`config.mk`:
```
export PLATFORM = sky130hd
export DESIGN_NAME = latching_relay_pulse_sequencer_unit
export DESIGN_NICKNAME = d
export VERILOG_FILES = /design/src/rtl/lrps_pkg.sv /design/src/rtl/latching_relay_pulse_sequencer_unit.sv /design/src/rtl/lrps_front.sv /design/src/rtl/lrps_item_fifo.sv /design/src/rtl/lrps_back.sv
export SDC_FILE = /design/constraint.sdc
export NUM_CORES = 1
export LEC_CHECK = 0
export BUFFER_PORTS_ARGS = -buffer_cell sky130_fd_sc_hd__buf_2
export CORE_MARGIN = 2
export CORE_UTILIZATION = 33
export DETAILED_ROUTE_END_ITERATION = 10
export PLACE_DENSITY = 0.49
export RECOVER_POWER = 25
export SKIP_LAST_GASP = 1
export SLEW_MARGIN = 20
export SYNTH_ARGS = -nofsm -noshare
export SYNTH_HDL_FRONTEND = slang
export SYNTH_SLANG_ARGS = --single-unit
```
`constraint.sdc`:
```
create_clock -name clk -period 6.33 [get_ports clk]
set_clock_uncertainty 0.15 [all_clocks]
set_input_delay 0.633 -clock clk [delete_from_list [all_inputs] [get_ports clk]]
set_output_delay 0.633 -clock clk [all_outputs]
set_load 0.02 [all_outputs]
```
`src/rtl/lrps_pkg.sv`:
```
package lrps_pkg;

  // Default sizes for the top level parameters.
  localparam int QUEUE_SLOTS_DEF = 8;
  localparam int RELAY_COUNT_DEF = 2;

  // Fixed field widths.
  localparam int TIME_W    = 32;
  localparam int LEN_W     = 10;
  localparam int COIL_W    = 4;
  localparam int APB_ADDR_W = 3;
  localparam int APB_DATA_W = 32;

  // Both phase lengths come out of reset at ten milliseconds.
  localparam logic [LEN_W-1:0] LEN_RESET = LEN_W'(10);

  // Depth of the word queue between the front and the back.
  localparam int ITEM_DEPTH = 2;

  // Operation codes of the input word.
  localparam logic OP_TICK = 1'b0;
  localparam logic OP_REQ  = 1'b1;

  // Register select, taken from the word address bit of paddr.
  localparam logic REG_PULSE_LEN = 1'b0;
  localparam logic REG_GAP_LEN   = 1'b1;

  typedef enum logic [1:0] {
    CLS_TICK,
    CLS_REQ,
    CLS_SKIP
  } item_cls_t;

  typedef struct packed {
    item_cls_t         cls;
    logic [TIME_W-1:0] now_ms;
    logic              relay;
    logic              want_set;
    logic              force_req;
  } item_t;

  typedef struct packed {
    logic  push;
    item_t item;
  } fifo_wr_t;

endpackage

```
`src/rtl/latching_relay_pulse_sequencer_unit.sv`:
```
// Channel  | Handshake           | Payload
// ---------+---------------------+-----------------------------------------------
// in       | in_valid / in_stall | in_operation, in_now_ms, in_relay,
//          |                     | in_want_set, in_force_req
// out      | out_valid/out_stall | out_coil_lines, out_busy_res, out_relay0_set,
//          |                     | out_relay1_set, out_dropped
// config   | APB psel/penable    | paddr, pwdata, prdata (pulse and gap lengths)
//
// One word is taken per cycle sustained while out_stall stays low. A word
// accepted sits in the two-entry word queue, is executed by the state update
// in the back, and its result word is then held in the result register.
// Reset is synchronous; afterwards the pulse ring already holds one reset-coil
// pulse per relay that fits in it and both lengths read ten milliseconds.
// in_stall rises only when the two-entry word queue is full; out_stall holds
// a waiting result and stops the back, and the front keeps accepting words
// until the queue fills.
module latching_relay_pulse_sequencer_unit #(
  parameter int QUEUE_SLOTS = lrps_pkg::QUEUE_SLOTS_DEF,
  parameter int RELAY_COUNT = lrps_pkg::RELAY_COUNT_DEF
) (
  input  logic                            clk,
  input  logic                            rst_n,

  input  logic                            in_valid,
  output logic                            in_stall,
  input  logic                            in_operation,
  input  logic [lrps_pkg::TIME_W-1:0]     in_now_ms,
  input  logic                            in_relay,
  input  logic                            in_want_set,
  input  logic                            in_force_req,

  output logic                            out_valid,
  input  logic                            out_stall,
  output logic [lrps_pkg::COIL_W-1:0]     out_coil_lines,
  output logic                            out_busy_res,
  output logic                            out_relay0_set,
  output logic                            out_relay1_set,
  output logic                            out_dropped,

  input  logic                            psel,
  input  logic                            penable,
  input  logic                            pwrite,
  input  logic [lrps_pkg::APB_ADDR_W-1:0] paddr,
  input  logic [lrps_pkg::APB_DATA_W-1:0] pwdata,
  output logic [lrps_pkg::APB_DATA_W-1:0] prdata,
  output logic                            pready
);
  import lrps_pkg::*;

  logic [LEN_W-1:0] pulse_len_r, pulse_len_nxt;
  logic [LEN_W-1:0] gap_len_r, gap_len_nxt;
  logic             cfg_wr;
  logic             reg_sel;

  fifo_wr_t         fifo_wr;
  logic             fifo_full;
  logic             rd_valid;
  item_t            rd_item;
  logic             rd_pop;

  // Configuration registers. The register is picked by the word address bit;
  // byte offset bits are ignored. Writes are meant to come only while no word
  // is in flight.
  assign pready  = 1'b1;
  assign reg_sel = paddr[2];
  assign cfg_wr  = psel && penable && pwrite && pready;

  always_comb begin
    pulse_len_nxt = pulse_len_r;
    gap_len_nxt   = gap_len_r;
    if (cfg_wr) begin
      unique case (reg_sel)
        REG_PULSE_LEN: pulse_len_nxt = pwdata[LEN_W-1:0];
        REG_GAP_LEN:   gap_len_nxt   = pwdata[LEN_W-1:0];
        default: begin
        end
      endcase
    end
  end

  always_comb begin
    unique case (reg_sel)
      REG_PULSE_LEN: prdata = APB_DATA_W'(pulse_len_r);
      REG_GAP_LEN:   prdata = APB_DATA_W'(gap_len_r);
      default:       prdata = '0;
    endcase
  end

  always_ff @(posedge clk) begin
    if (!rst_n) begin
      pulse_len_r <= LEN_RESET;
      gap_len_r   <= LEN_RESET;
    end else begin
      pulse_len_r <= pulse_len_nxt;
      gap_len_r   <= gap_len_nxt;
    end
  end

  // The front classifies each word (tick, request, or request for a missing
  // relay) and pushes it into the word queue.
  lrps_front #(
    .RELAY_COUNT(RELAY_COUNT)
  ) u_front (
    .in_valid     (in_valid),
    .in_stall     (in_stall),
    .in_operation (in_operation),
    .in_now_ms    (in_now_ms),
    .in_relay     (in_relay),
    .in_want_set  (in_want_set),
    .in_force_req (in_force_req),
    .fifo_full    (fifo_full),
    .fifo_wr      (fifo_wr)
  );

  lrps_item_fifo u_fifo (
    .clk       (clk),
    .rst_n     (rst_n),
    .fifo_wr   (fifo_wr),
    .fifo_full (fifo_full),
    .rd_valid  (rd_valid),
    .rd_item   (rd_item),
    .rd_pop    (rd_pop)
  );

  // The back owns the pulse ring, the remembered positions and the pulse and gap
  // timer, and applies one word per cycle into its result register unless stalled.
  lrps_back #(
    .QUEUE_SLOTS(QUEUE_SLOTS),
    .RELAY_COUNT(RELAY_COUNT)
  ) u_back (
    .clk            (clk),
    .rst_n          (rst_n),
    .rd_valid       (rd_valid),
    .rd_item        (rd_item),
    .rd_pop         (rd_pop),
    .pulse_len      (pulse_len_r),
    .gap_len        (gap_len_r),
    .out_valid      (out_valid),
    .out_stall      (out_stall),
    .out_coil_lines (out_coil_lines),
    .out_busy_res   (out_busy_res),
    .out_relay0_set (out_relay0_set),
    .out_relay1_set (out_relay1_set),
    .out_dropped    (out_dropped)
  );

endmodule

```
`src/rtl/lrps_front.sv`:
```
module lrps_front #(
  parameter int RELAY_COUNT = lrps_pkg::RELAY_COUNT_DEF
) (
  input  logic                      in_valid,
  output logic                      in_stall,
  input  logic                      in_operation,
  input  logic [lrps_pkg::TIME_W-1:0] in_now_ms,
  input  logic                      in_relay,
  input  logic                      in_want_set,
  input  logic                      in_force_req,
  input  logic                      fifo_full,
  output lrps_pkg::fifo_wr_t        fifo_wr
);
  import lrps_pkg::*;

  logic relay_ok;

  // A request for a relay that does not exist is marked as a skip here and only
  // produces a status word at the back.
  assign relay_ok = (RELAY_COUNT > 1) || (in_relay == 1'b0);
  assign in_stall = fifo_full;

  always_comb begin
    fifo_wr.push           = in_valid && !fifo_full;
    fifo_wr.item.now_ms    = in_now_ms;
    fifo_wr.item.relay     = in_relay;
    fifo_wr.item.want_set  = in_want_set;
    fifo_wr.item.force_req = in_force_req;
    if (in_operation == OP_TICK) begin
      fifo_wr.item.cls = CLS_TICK;
    end else if (relay_ok) begin
      fifo_wr.item.cls = CLS_REQ;
    end else begin
      fifo_wr.item.cls = CLS_SKIP;
    end
  end

endmodule

```
`src/rtl/lrps_item_fifo.sv`:
```
module lrps_item_fifo (
  input  logic               clk,
  input  logic               rst_n,
  input  lrps_pkg::fifo_wr_t fifo_wr,
  output logic               fifo_full,
  output logic               rd_valid,
  output lrps_pkg::item_t    rd_item,
  input  logic               rd_pop
);
  import lrps_pkg::*;

  localparam int IDX_W = $clog2(ITEM_DEPTH);

  item_t            mem_r [ITEM_DEPTH];
  logic [IDX_W-1:0] wr_ptr_r, wr_ptr_nxt;
  logic [IDX_W-1:0] rd_ptr_r, rd_ptr_nxt;
  logic [IDX_W:0]   count_r, count_nxt;

  assign fifo_full = (count_r == (IDX_W+1)'(ITEM_DEPTH));
  assign rd_valid  = (count_r != '0);
  assign rd_item   = mem_r[rd_ptr_r];

  always_comb begin
    wr_ptr_nxt = wr_ptr_r;
    rd_ptr_nxt = rd_ptr_r;
    count_nxt  = count_r;
    if (fifo_wr.push) begin
      wr_ptr_nxt = (wr_ptr_r == IDX_W'(ITEM_DEPTH-1)) ? '0 : wr_ptr_r + IDX_W'(1);
    end
    if (rd_pop) begin
      rd_ptr_nxt = (rd_ptr_r == IDX_W'(ITEM_DEPTH-1)) ? '0 : rd_ptr_r + IDX_W'(1);
    end
    if (fifo_wr.push && !rd_pop) begin
      count_nxt = count_r + (IDX_W+1)'(1);
    end else if (!fifo_wr.push && rd_pop) begin
      count_nxt = count_r - (IDX_W+1)'(1);
    end
  end

  always_ff @(posedge clk) begin
    if (!rst_n) begin
      wr_ptr_r <= '0;
      rd_ptr_r <= '0;
      count_r  <= '0;
    end else begin
      wr_ptr_r <= wr_ptr_nxt;
      rd_ptr_r <= rd_ptr_nxt;
      count_r  <= count_nxt;
    end
  end

  always_ff @(posedge clk) begin
    if (fifo_wr.push) begin
      mem_r[wr_ptr_r] <= fifo_wr.item;
    end
  end

endmodule

```
`src/rtl/lrps_back.sv`:
```
module lrps_back #(
  parameter int QUEUE_SLOTS = lrps_pkg::QUEUE_SLOTS_DEF,
  parameter int RELAY_COUNT = lrps_pkg::RELAY_COUNT_DEF
) (
  input  logic                       clk,
  input  logic                       rst_n,
  input  logic                       rd_valid,
  input  lrps_pkg::item_t            rd_item,
  output logic                       rd_pop,
  input  logic [lrps_pkg::LEN_W-1:0] pulse_len,
  input  logic [lrps_pkg::LEN_W-1:0] gap_len,
  output logic                       out_valid,
  input  logic                       out_stall,
  output logic [lrps_pkg::COIL_W-1:0] out_coil_lines,
  output logic                       out_busy_res,
  output logic                       out_relay0_set,
  output logic                       out_relay1_set,
  output logic                       out_dropped
);
  import lrps_pkg::*;

  localparam int PTR_W      = $clog2(QUEUE_SLOTS);
  localparam int CODE_W     = $clog2(2 * RELAY_COUNT);
  localparam int INIT_CODES = (RELAY_COUNT < QUEUE_SLOTS - 1) ? RELAY_COUNT : QUEUE_SLOTS - 1;

  logic [CODE_W-1:0]      ring_r [QUEUE_SLOTS];
  logic [PTR_W-1:0]       head_r, head_nxt;
  logic [PTR_W-1:0]       tail_r, tail_nxt;
  logic [RELAY_COUNT-1:0] rem_pos_r, rem_pos_nxt;
  logic                   active_r, active_nxt;
  logic                   in_gap_r, in_gap_nxt;
  logic [CODE_W-1:0]      coil_code_r, coil_code_nxt;
  logic [TIME_W-1:0]      phase_start_r, phase_start_nxt;

  logic                   out_valid_r;
  logic [COIL_W-1:0]      out_coil_lines_r, coil_nxt;
  logic                   out_busy_res_r, busy_nxt;
  logic                   out_relay0_set_r, relay0_nxt;
  logic                   out_relay1_set_r, relay1_nxt;
  logic                   out_dropped_r, dropped_nxt;

  logic                   fire;
  logic                   push_en;
  logic [CODE_W-1:0]      push_code;
  logic [PTR_W-1:0]       tail_adv;
  logic [PTR_W-1:0]       head_adv;
  logic [RELAY_COUNT-1:0] hit_vec;
  logic                   rem_cur;
  logic [TIME_W-1:0]      elapsed;
  logic [CODE_W-1:0]      flip_code;

  // A word is executed when the result register is free or being emptied.
  assign fire   = rd_valid && (!out_valid_r || !out_stall);
  assign rd_pop = fire;

  assign push_code = CODE_W'({rd_item.relay, rd_item.want_set});
  assign tail_adv  = (tail_r == PTR_W'(QUEUE_SLOTS - 1)) ? '0 : tail_r + PTR_W'(1);
  assign head_adv  = (head_r == PTR_W'(QUEUE_SLOTS - 1)) ? '0 : head_r + PTR_W'(1);
  assign elapsed   = rd_item.now_ms - phase_start_r;
  assign rem_cur   = |(rem_pos_r & hit_vec);

  always_comb begin
    for (int k = 0; k < RELAY_COUNT; k++) begin
      hit_vec[k] = (int'(rd_item.relay) == k);
    end
  end

  always_comb begin
    head_nxt        = head_r;
    tail_nxt        = tail_r;
    rem_pos_nxt     = rem_pos_r;
    active_nxt      = active_r;
    in_gap_nxt      = in_gap_r;
    coil_code_nxt   = coil_code_r;
    phase_start_nxt = phase_start_r;
    dropped_nxt     = 1'b0;
    push_en         = 1'b0;
    if (fire) begin
      unique case (rd_item.cls)
        CLS_REQ: begin
          if (rd_item.force_req || (rem_cur != rd_item.want_set)) begin
            rem_pos_nxt = (rem_pos_r & ~hit_vec) | (hit_vec & {RELAY_COUNT{rd_item.want_set}});
            if (tail_adv == head_r) begin
              dropped_nxt = 1'b1;
            end else begin
              push_en  = 1'b1;
              tail_nxt = tail_adv;
            end
          end
        end
        CLS_TICK: begin
          if (active_r) begin
            if (!in_gap_r && (elapsed >= TIME_W'(pulse_len))) begin
              in_gap_nxt      = 1'b1;
              phase_start_nxt = rd_item.now_ms;
            end else if (in_gap_r && (elapsed >= TIME_W'(gap_len))) begin
              active_nxt = 1'b0;
            end
          end else if (head_r != tail_r) begin
            coil_code_nxt   = ring_r[head_r];
            head_nxt        = head_adv;
            active_nxt      = 1'b1;
            in_gap_nxt      = 1'b0;
            phase_start_nxt = rd_item.now_ms;
          end
        end
        CLS_SKIP: begin
        end
        default: begin
        end
      endcase
    end
  end

  // Coil line index is the pulse code with its low bit inverted: the set
  // coil of relay k sits at bit 2k and its reset coil at bit 2k+1.
  always_comb begin
    flip_code  = coil_code_nxt ^ CODE_W'(1);
    relay1_nxt = 1'b0;
    for (int b = 0; b < COIL_W; b++) begin
      coil_nxt[b] = active_nxt && !in_gap_nxt && (int'(flip_code) == b);
    end
    for (int k = 0; k < RELAY_COUNT; k++) begin
      if (k == 1) begin
        relay1_nxt = rem_pos_nxt[k];
      end
    end
    relay0_nxt = rem_pos_nxt[0];
    busy_nxt   = active_nxt || (head_nxt != tail_nxt);
  end

  always_ff @(posedge clk) begin
    if (!rst_n) begin
      head_r        <= '0;
      tail_r        <= PTR_W'(INIT_CODES);
      rem_pos_r     <= '0;
      active_r      <= 1'b0;
      in_gap_r      <= 1'b0;
      coil_code_r   <= '0;
      phase_start_r <= '0;
      out_valid_r   <= 1'b0;
    end else begin
      head_r        <= head_nxt;
      tail_r        <= tail_nxt;
      rem_pos_r     <= rem_pos_nxt;
      active_r      <= active_nxt;
      in_gap_r      <= in_gap_nxt;
      coil_code_r   <= coil_code_nxt;
      phase_start_r <= phase_start_nxt;
      if (fire) begin
        out_valid_r <= 1'b1;
      end else if (!out_stall) begin
        out_valid_r <= 1'b0;
      end
    end
  end

  // Reset preloads one reset-coil pulse per relay that fits in the ring.
  always_ff @(posedge clk) begin
    if (!rst_n) begin
      for (int k = 0; k < QUEUE_SLOTS; k++) begin
        ring_r[k] <= (k < INIT_CODES) ? CODE_W'(2 * k) : '0;
      end
    end else if (push_en) begin
      ring_r[tail_r] <= push_code;
    end
  end

  always_ff @(posedge clk) begin
    if (fire) begin
      out_coil_lines_r <= coil_nxt;
      out_busy_res_r   <= busy_nxt;
      out_relay0_set_r <= relay0_nxt;
      out_relay1_set_r <= relay1_nxt;
      out_dropped_r    <= dropped_nxt;
    end
  end

  assign out_valid      = out_valid_r;
  assign out_coil_lines = out_coil_lines_r;
  assign out_busy_res   = out_busy_res_r;
  assign out_relay0_set = out_relay0_set_r;
  assign out_relay1_set = out_relay1_set_r;
  assign out_dropped    = out_dropped_r;

`ifndef SYNTHESIS
  a_coil_onehot: assert property (@(posedge clk) disable iff (!rst_n)
    out_valid_r |-> $onehot0(out_coil_lines_r))
    else $error("more than one coil line driven");

  a_idle_no_coil: assert property (@(posedge clk) disable iff (!rst_n)
    (out_valid_r && !out_busy_res_r) |-> (out_coil_lines_r == '0))
    else $error("coil line high while sequencer reports idle");

  a_drop_only_req: assert property (@(posedge clk) disable iff (!rst_n)
    (fire && (rd_item.cls != CLS_REQ)) |=> !out_dropped_r)
    else $error("drop flagged on a word that is not a request");

  a_drop_ring_full: assert property (@(posedge clk) disable iff (!rst_n)
    (fire && dropped_nxt) |-> ((tail_adv == head_r) && !push_en))
    else $error("drop flagged while the ring had room");
`endif

endmodule
```
* Word-level counts from Yosys, hierarchy flattened
Memory sizes are Yosys's and may differ from the RTL's. A register that Yosys moved wholly into a read port is not among the register bits. Index checks and enable logic that the tools add are counted.
Storage, ports and cells: bits in registers 77, bits in writable memories 88, input port bits 78, output and inout bits 43, word-level logic and storage cells 140, memories 2
Cells by class: add/subtract/negate cells 7, magnitude comparators 2, equality and inequality tests 13, mux-type cells 56, bitwise operators 8, reduce and logical (&&, ||, !) cells 34
Memories:
- u_fifo.mem_r | depth 2, width 36, rd ports 1, clocked after Yosys merged registers in 1, write ports 1, line lrps_item_fifo.sv:14 | item_t mem_r [ITEM_DEPTH];
- u_back.ring_r | depth 8, width 2, rd ports 1, clocked after Yosys merged registers in 1, write ports 8, line lrps_back.sv:26 | logic [CODE_W-1:0] ring_r [QUEUE_SLOTS];
Operators by type and width (number):
- $mux W32 | 3
- $ge A32 B10 Y1 | 2
- $pmux W32 S2 | 1
- $mux W3 | 12
- $sub A32 B32 Y32 | 1
- $mux W1 | 30
- $mux W2 | 10
- $logic_and A1 B1 Y1 | 13
- $logic_not A1 Y1 | 7
- $add A3 B1 Y3 const B | 2
- $and A2 B2 Y2 | 3
- $eq A2 B2 Y1 const B | 3
- $eq A3 B3 Y1 const B | 2
- $ne A3 B3 Y1 | 2
- $reduce_and A2 Y1 | 3
- $reduce_bool A2 Y1 | 3
- $eq A2 B1 Y1 const B | 2
- $logic_not A2 Y1 | 2
- $reduce_and A4 Y1 | 1
- $reduce_or A2 Y1 | 2
- $eq A3 B3 Y1 | 1
- $logic_or A1 B1 Y1 | 3
- $not A1 Y1 | 3
- $add A1 B1 Y1 const B | 2
- other kinds (7) | 7

* Logic depth before layout (Yosys ltp)
depth in word-level cells 13, gate-level depth with buffers 21, depth with buffers taken out 17

* By module
From an unflattened synthesis, not the netlist that was laid out.
Second synthesis, totals: cells, all modules 1019, area, all modules 10321.1 µm²
By module, submodules not included:
- lrps_back | times used 1, cells an instance 728, area an instance 6014.5 µm², sequential area each 1621.6 µm²
- lrps_item_fifo | times used 1, cells an instance 137, area an instance 2899.0 µm², sequential area each 2322.2 µm²
- latching_relay_pulse_sequencer_unit | times used 1, cells an instance 114, area an instance 1104.8 µm², sequential area each 400.4 µm²
- lrps_front | times used 1, cells an instance 40, area an instance 302.8 µm², sequential area each 0.0 µm²

* Worst setup path before layout
OpenSTA, ideal clock, no wires.
path type flip-flop to flip-flop, start point reg (tool-made name), end point reg u_back.phase_start_r[1], data arrival time 4200 ps, slack 1900 ps, stages on the path, launching flop included 20, path through dfxtp_1 > buf_2 > buf_1 > mux2_2 > ha_1 > o211ai_1 > a21oi_1 > o21a_1 > nor2_1 > xnor2_1 > ha_1 > a21oi_1 > nand2_1 > a211o_1 > a211oi_1 > nand4_2 > and2_4 > buf_6 > buf_6 > a211oi_2
RTL lines:
- end signal: assignment | line lrps_back.sv:149 | phase_start_r <= phase_start_nxt;
- end: declaration | line lrps_back.sv:33 | logic [TIME_W-1:0] phase_start_r, phase_start_nxt;

==> results.md <==
* Chip height at 175 um
* Die X at 175 um
* Total track usage at 14.8%
* Reg2reg end: u_back.phase_start_r[31]$_SDFFE_PN0P_
* GP Congestion at 0.851
* CTS buffer count at 17
* Row count at 62
* Placed cell area at around 10000 sq um
* Drt initial violations at ~430
* TritonCTS clock tree: done
* Worst-Margin Slew at 0.895 ns
* I/O Pins at 121
* Slew Viols, Final at 0
* Root buffer cell: clkbuf_16
* Most used cell, CP: a211oi_1
* Die area at 30600 sq um
* Sequence of cells on the critical path: buf_12, mux2_2, ha_1, a21oi_1, o21ai_0, a22o_1, a211oi_1, o2111a_1, nand4_1, nor4_2, nand4_2, and2_4, a211oi_1
* Leading area contributor after synthesis: edfxtp_1
* Via count at 7047
* Final Hold Viols at 0
* Sequential fraction of the synthesis area at roughly 44%
* Worst-path clk slew at 0.07 ns
* Post-CTS setup buffers at 0
* Top post-synthesis cells by area: edfxtp_1 (30%), dfxtp_1 (15%), ha_1 (7.5%)
* Number of stages on the worst hold path at 1
* Cells after Synth at just under 1k
* Max incr delay on CP at 0.78 ns
* Nets at 1170
* Initial antenna violation count at 1
* Drt total wl at 22.0 mm
* Hold_buf cts at 0
* Peak supply drop at 182 uV
* Worst setup EP type: flop
* CP max stage cell: dfxtp_2
* Core box area at roughly 29000 sq um
* Synth unique cells at 77
* Hold endpoint: u_fifo.mem_r[0][23]$_DFFE_PP_
* Max Clock Freq at roughly 0.20 GHz
* Final instance area at 10800 sq um
* Area Overhead vs Synth at 12.1%
* Tmin final at 4.93 ns
* Largest net degree at the start of global routing at 79
* Post-cts repair resize count at 0
* Input/output buffers at 73
* DP Wirelength at 15.5 mm
* Syn_area_per_cell at 9.77 sq um
* Register bit total from synthesis at 166
* Post-synthesis instance area at 9650 sq um
* Reg2Reg Depth at 13
* Synth Warn # at 0
* Max_cap viols at 0
* Hold Path Class: in -> reg
* Pleak at 0.00399 uW
* Post-synth EDFFs at 96
* DRC errors left at 0
* Avg WL per Cell at about 15 um
* Crit path kind: reg -> reg
* H-tree levels at 4
* Min-delay src: in_now_ms[20]
* Dominant synthesized flop cell: edfxtp_1
* Initial Utilization at between 30% and 40%
* Critical path peak fanout at 32
* WP data arrival at between 5 and 6 ns
* Clock Tree Buf Depth at 2
* Unrepaired setup endpoints after global routing: false
* GRT Residual Overflow at 0
* Pre-antenna DRT Iters at 5
* Final setup fails at 0
* Most common cell in the netlist: nand2_1
* First-pass GRT wire length at 36.0 mm
* Ratio of cells with drive above 1 in the final layout at between 10% and 20%
* Setup_tns at 0 ns
* CP Buf/Inv Count at 1
* Fill count at 2926
* Crit start category: flop
* Non-filler instance count after layout at 1431
* Reg2Reg Setup Slack at approximately 1.4 ns
* Vias in the first global route at 6858
* Outcome: complete, no violations
* Fin crit share at 77.9%
* CP delay by family, top: compound AO/OA/AOI/OAI gates
* Relative slew slack at about 40%
* Pwr per Cell Area at 432 nW/um^2
* Async set or reset register ratio after synthesis at 0%
* Worst EP required at 6.51 ns
* Commonest cells in the netlist: nand2_1 (145), edfxtp_1 (96), dfxtp_1 (70), a21oi_1 (67), inv_1 (66)
* Clk_lat worst skew at 0.43 ns
* Vias per inst at between 4 and 5
* Post-route ant nets at 0
* DP Cell Count at 1398
* Synth top area share at 29.9%
* Clock Sinks at 166
==> through the flow <==
step | hold WS (ns) | utilization, % | total power, uW | worst slack [ns]
2_1_floorplan | 0.285 | - | 3120 | 1.90
3_3_place_gp | 0.292 | 35.5 | 3610 | 1.39
3_5_place_dp | 0.296 | 35.5 | 3620 | 1.35
4_1_cts | 0.214 | 37.7 | 4740 | 1.28
5_1_grt | 0.214 | 37.6 | 5040 | 0.862
6_report | 0.236 | 37.6 | 4680 | 1.40
==> worst max path at each step <==
stage / from / to / slack, ns / cells past startpoint
5_1_grt: flop / u_back.phase_start_r[31]$_SDFFE_PN0P_ / 0.86 / 16
4_1_cts: flop / u_back.phase_start_r[31]$_SDFFE_PN0P_ / 1.28 / 16
3_5_place_dp: flop / u_back.phase_start_r[0]$_SDFFE_PN0P_ / 1.35 / 16
6_report: flop / u_back.phase_start_r[31]$_SDFFE_PN0P_ / 1.40 / 13
2_1_floorplan: flop / u_back.phase_start_r[1]$_SDFFE_PN0P_ / 1.90 / 19
3_3_place_gp: flop / u_back.phase_start_r[31]$_SDFFE_PN0P_ / 1.39 / 16
==> registers in the layout, summed over array words and instances (netlist names), 3 cells and up, named ones only <==
register               flops
u_fifo.mem_r              72
u_back.phase_start_r      32
u_back.ring_r             16
gap_len_r                 10
pulse_len_r               10
u_back.out_coil_lines      4
u_back.head_r              3
u_back.tail_r              3
==> power by group <==
group,switching [uW],total [uW],internal [uW]
Clock,489,1090,600
Combinational,1300,2160,860
Sequential,98.7,1430,1330
==> cell families after synthesis <==
kind of cell    count (synthesis)  synth area share, %
compound gates                205                 14.2
xor+xnor                       24                 2.18
fa+ha+maj                      59                 7.72
buf+inv                       139                 6.84
flops                         166                 44.4
mux                            82                 9.50
other cells                     2               0.0778
simple gates                  311                 15.1
==> final cells by class <==
cell class | instances | area, sq um | area share, %
Clock inverter | 15 | 185 | 1.71
Tap cell | 384 | 480 | 4.44
Inverter | 66 | 248 | 2.29
Antenna cell | 1 | 2.50 | 0.0231
Clock buffer | 17 | 425 | 3.93
Multi-Input combinational cell | 704 | 4800 | 44.3
Sequential cell | 166 | 4290 | 39.6
Timing Repair Buffer | 78 | 402 | 3.71
==> placed cells by master, fill, tap and decap left out, types with 8 or more instances in the layout <==
master,n
a21o_1,22
a21oi_1,67
buf_2,62
clkbuf_1,11
clkbuf_16,17
conb_1,23
dfxtp_1,69
edfxtp_1,96
ha_1,58
inv_1,65
mux2_2,34
mux2i_1,43
nand2_1,145
nand2b_1,13
nand3_1,10
nand4_1,19
nor2_1,55
nor3_1,24
o211ai_1,12
o21a_1,9
o21ai_0,34
xnor2_1,16
xor2_1,8
==> routing by layer <==
layer / wire, um / vias up / part of all wire [%] / track usage (%)
met1: 10500 / 3356 / 48 / 19.6
met3: 569 / 13 / 2.6 / 2.48
met5: 0 / - / 0 / 0
met2: 10700 / 109 / 49 / 25.1
met4: 192 / 0 / 0.87 / 3.47
li1: - / 3569 / - / -
No activity file was read; power rests on OpenSTA's default activity.
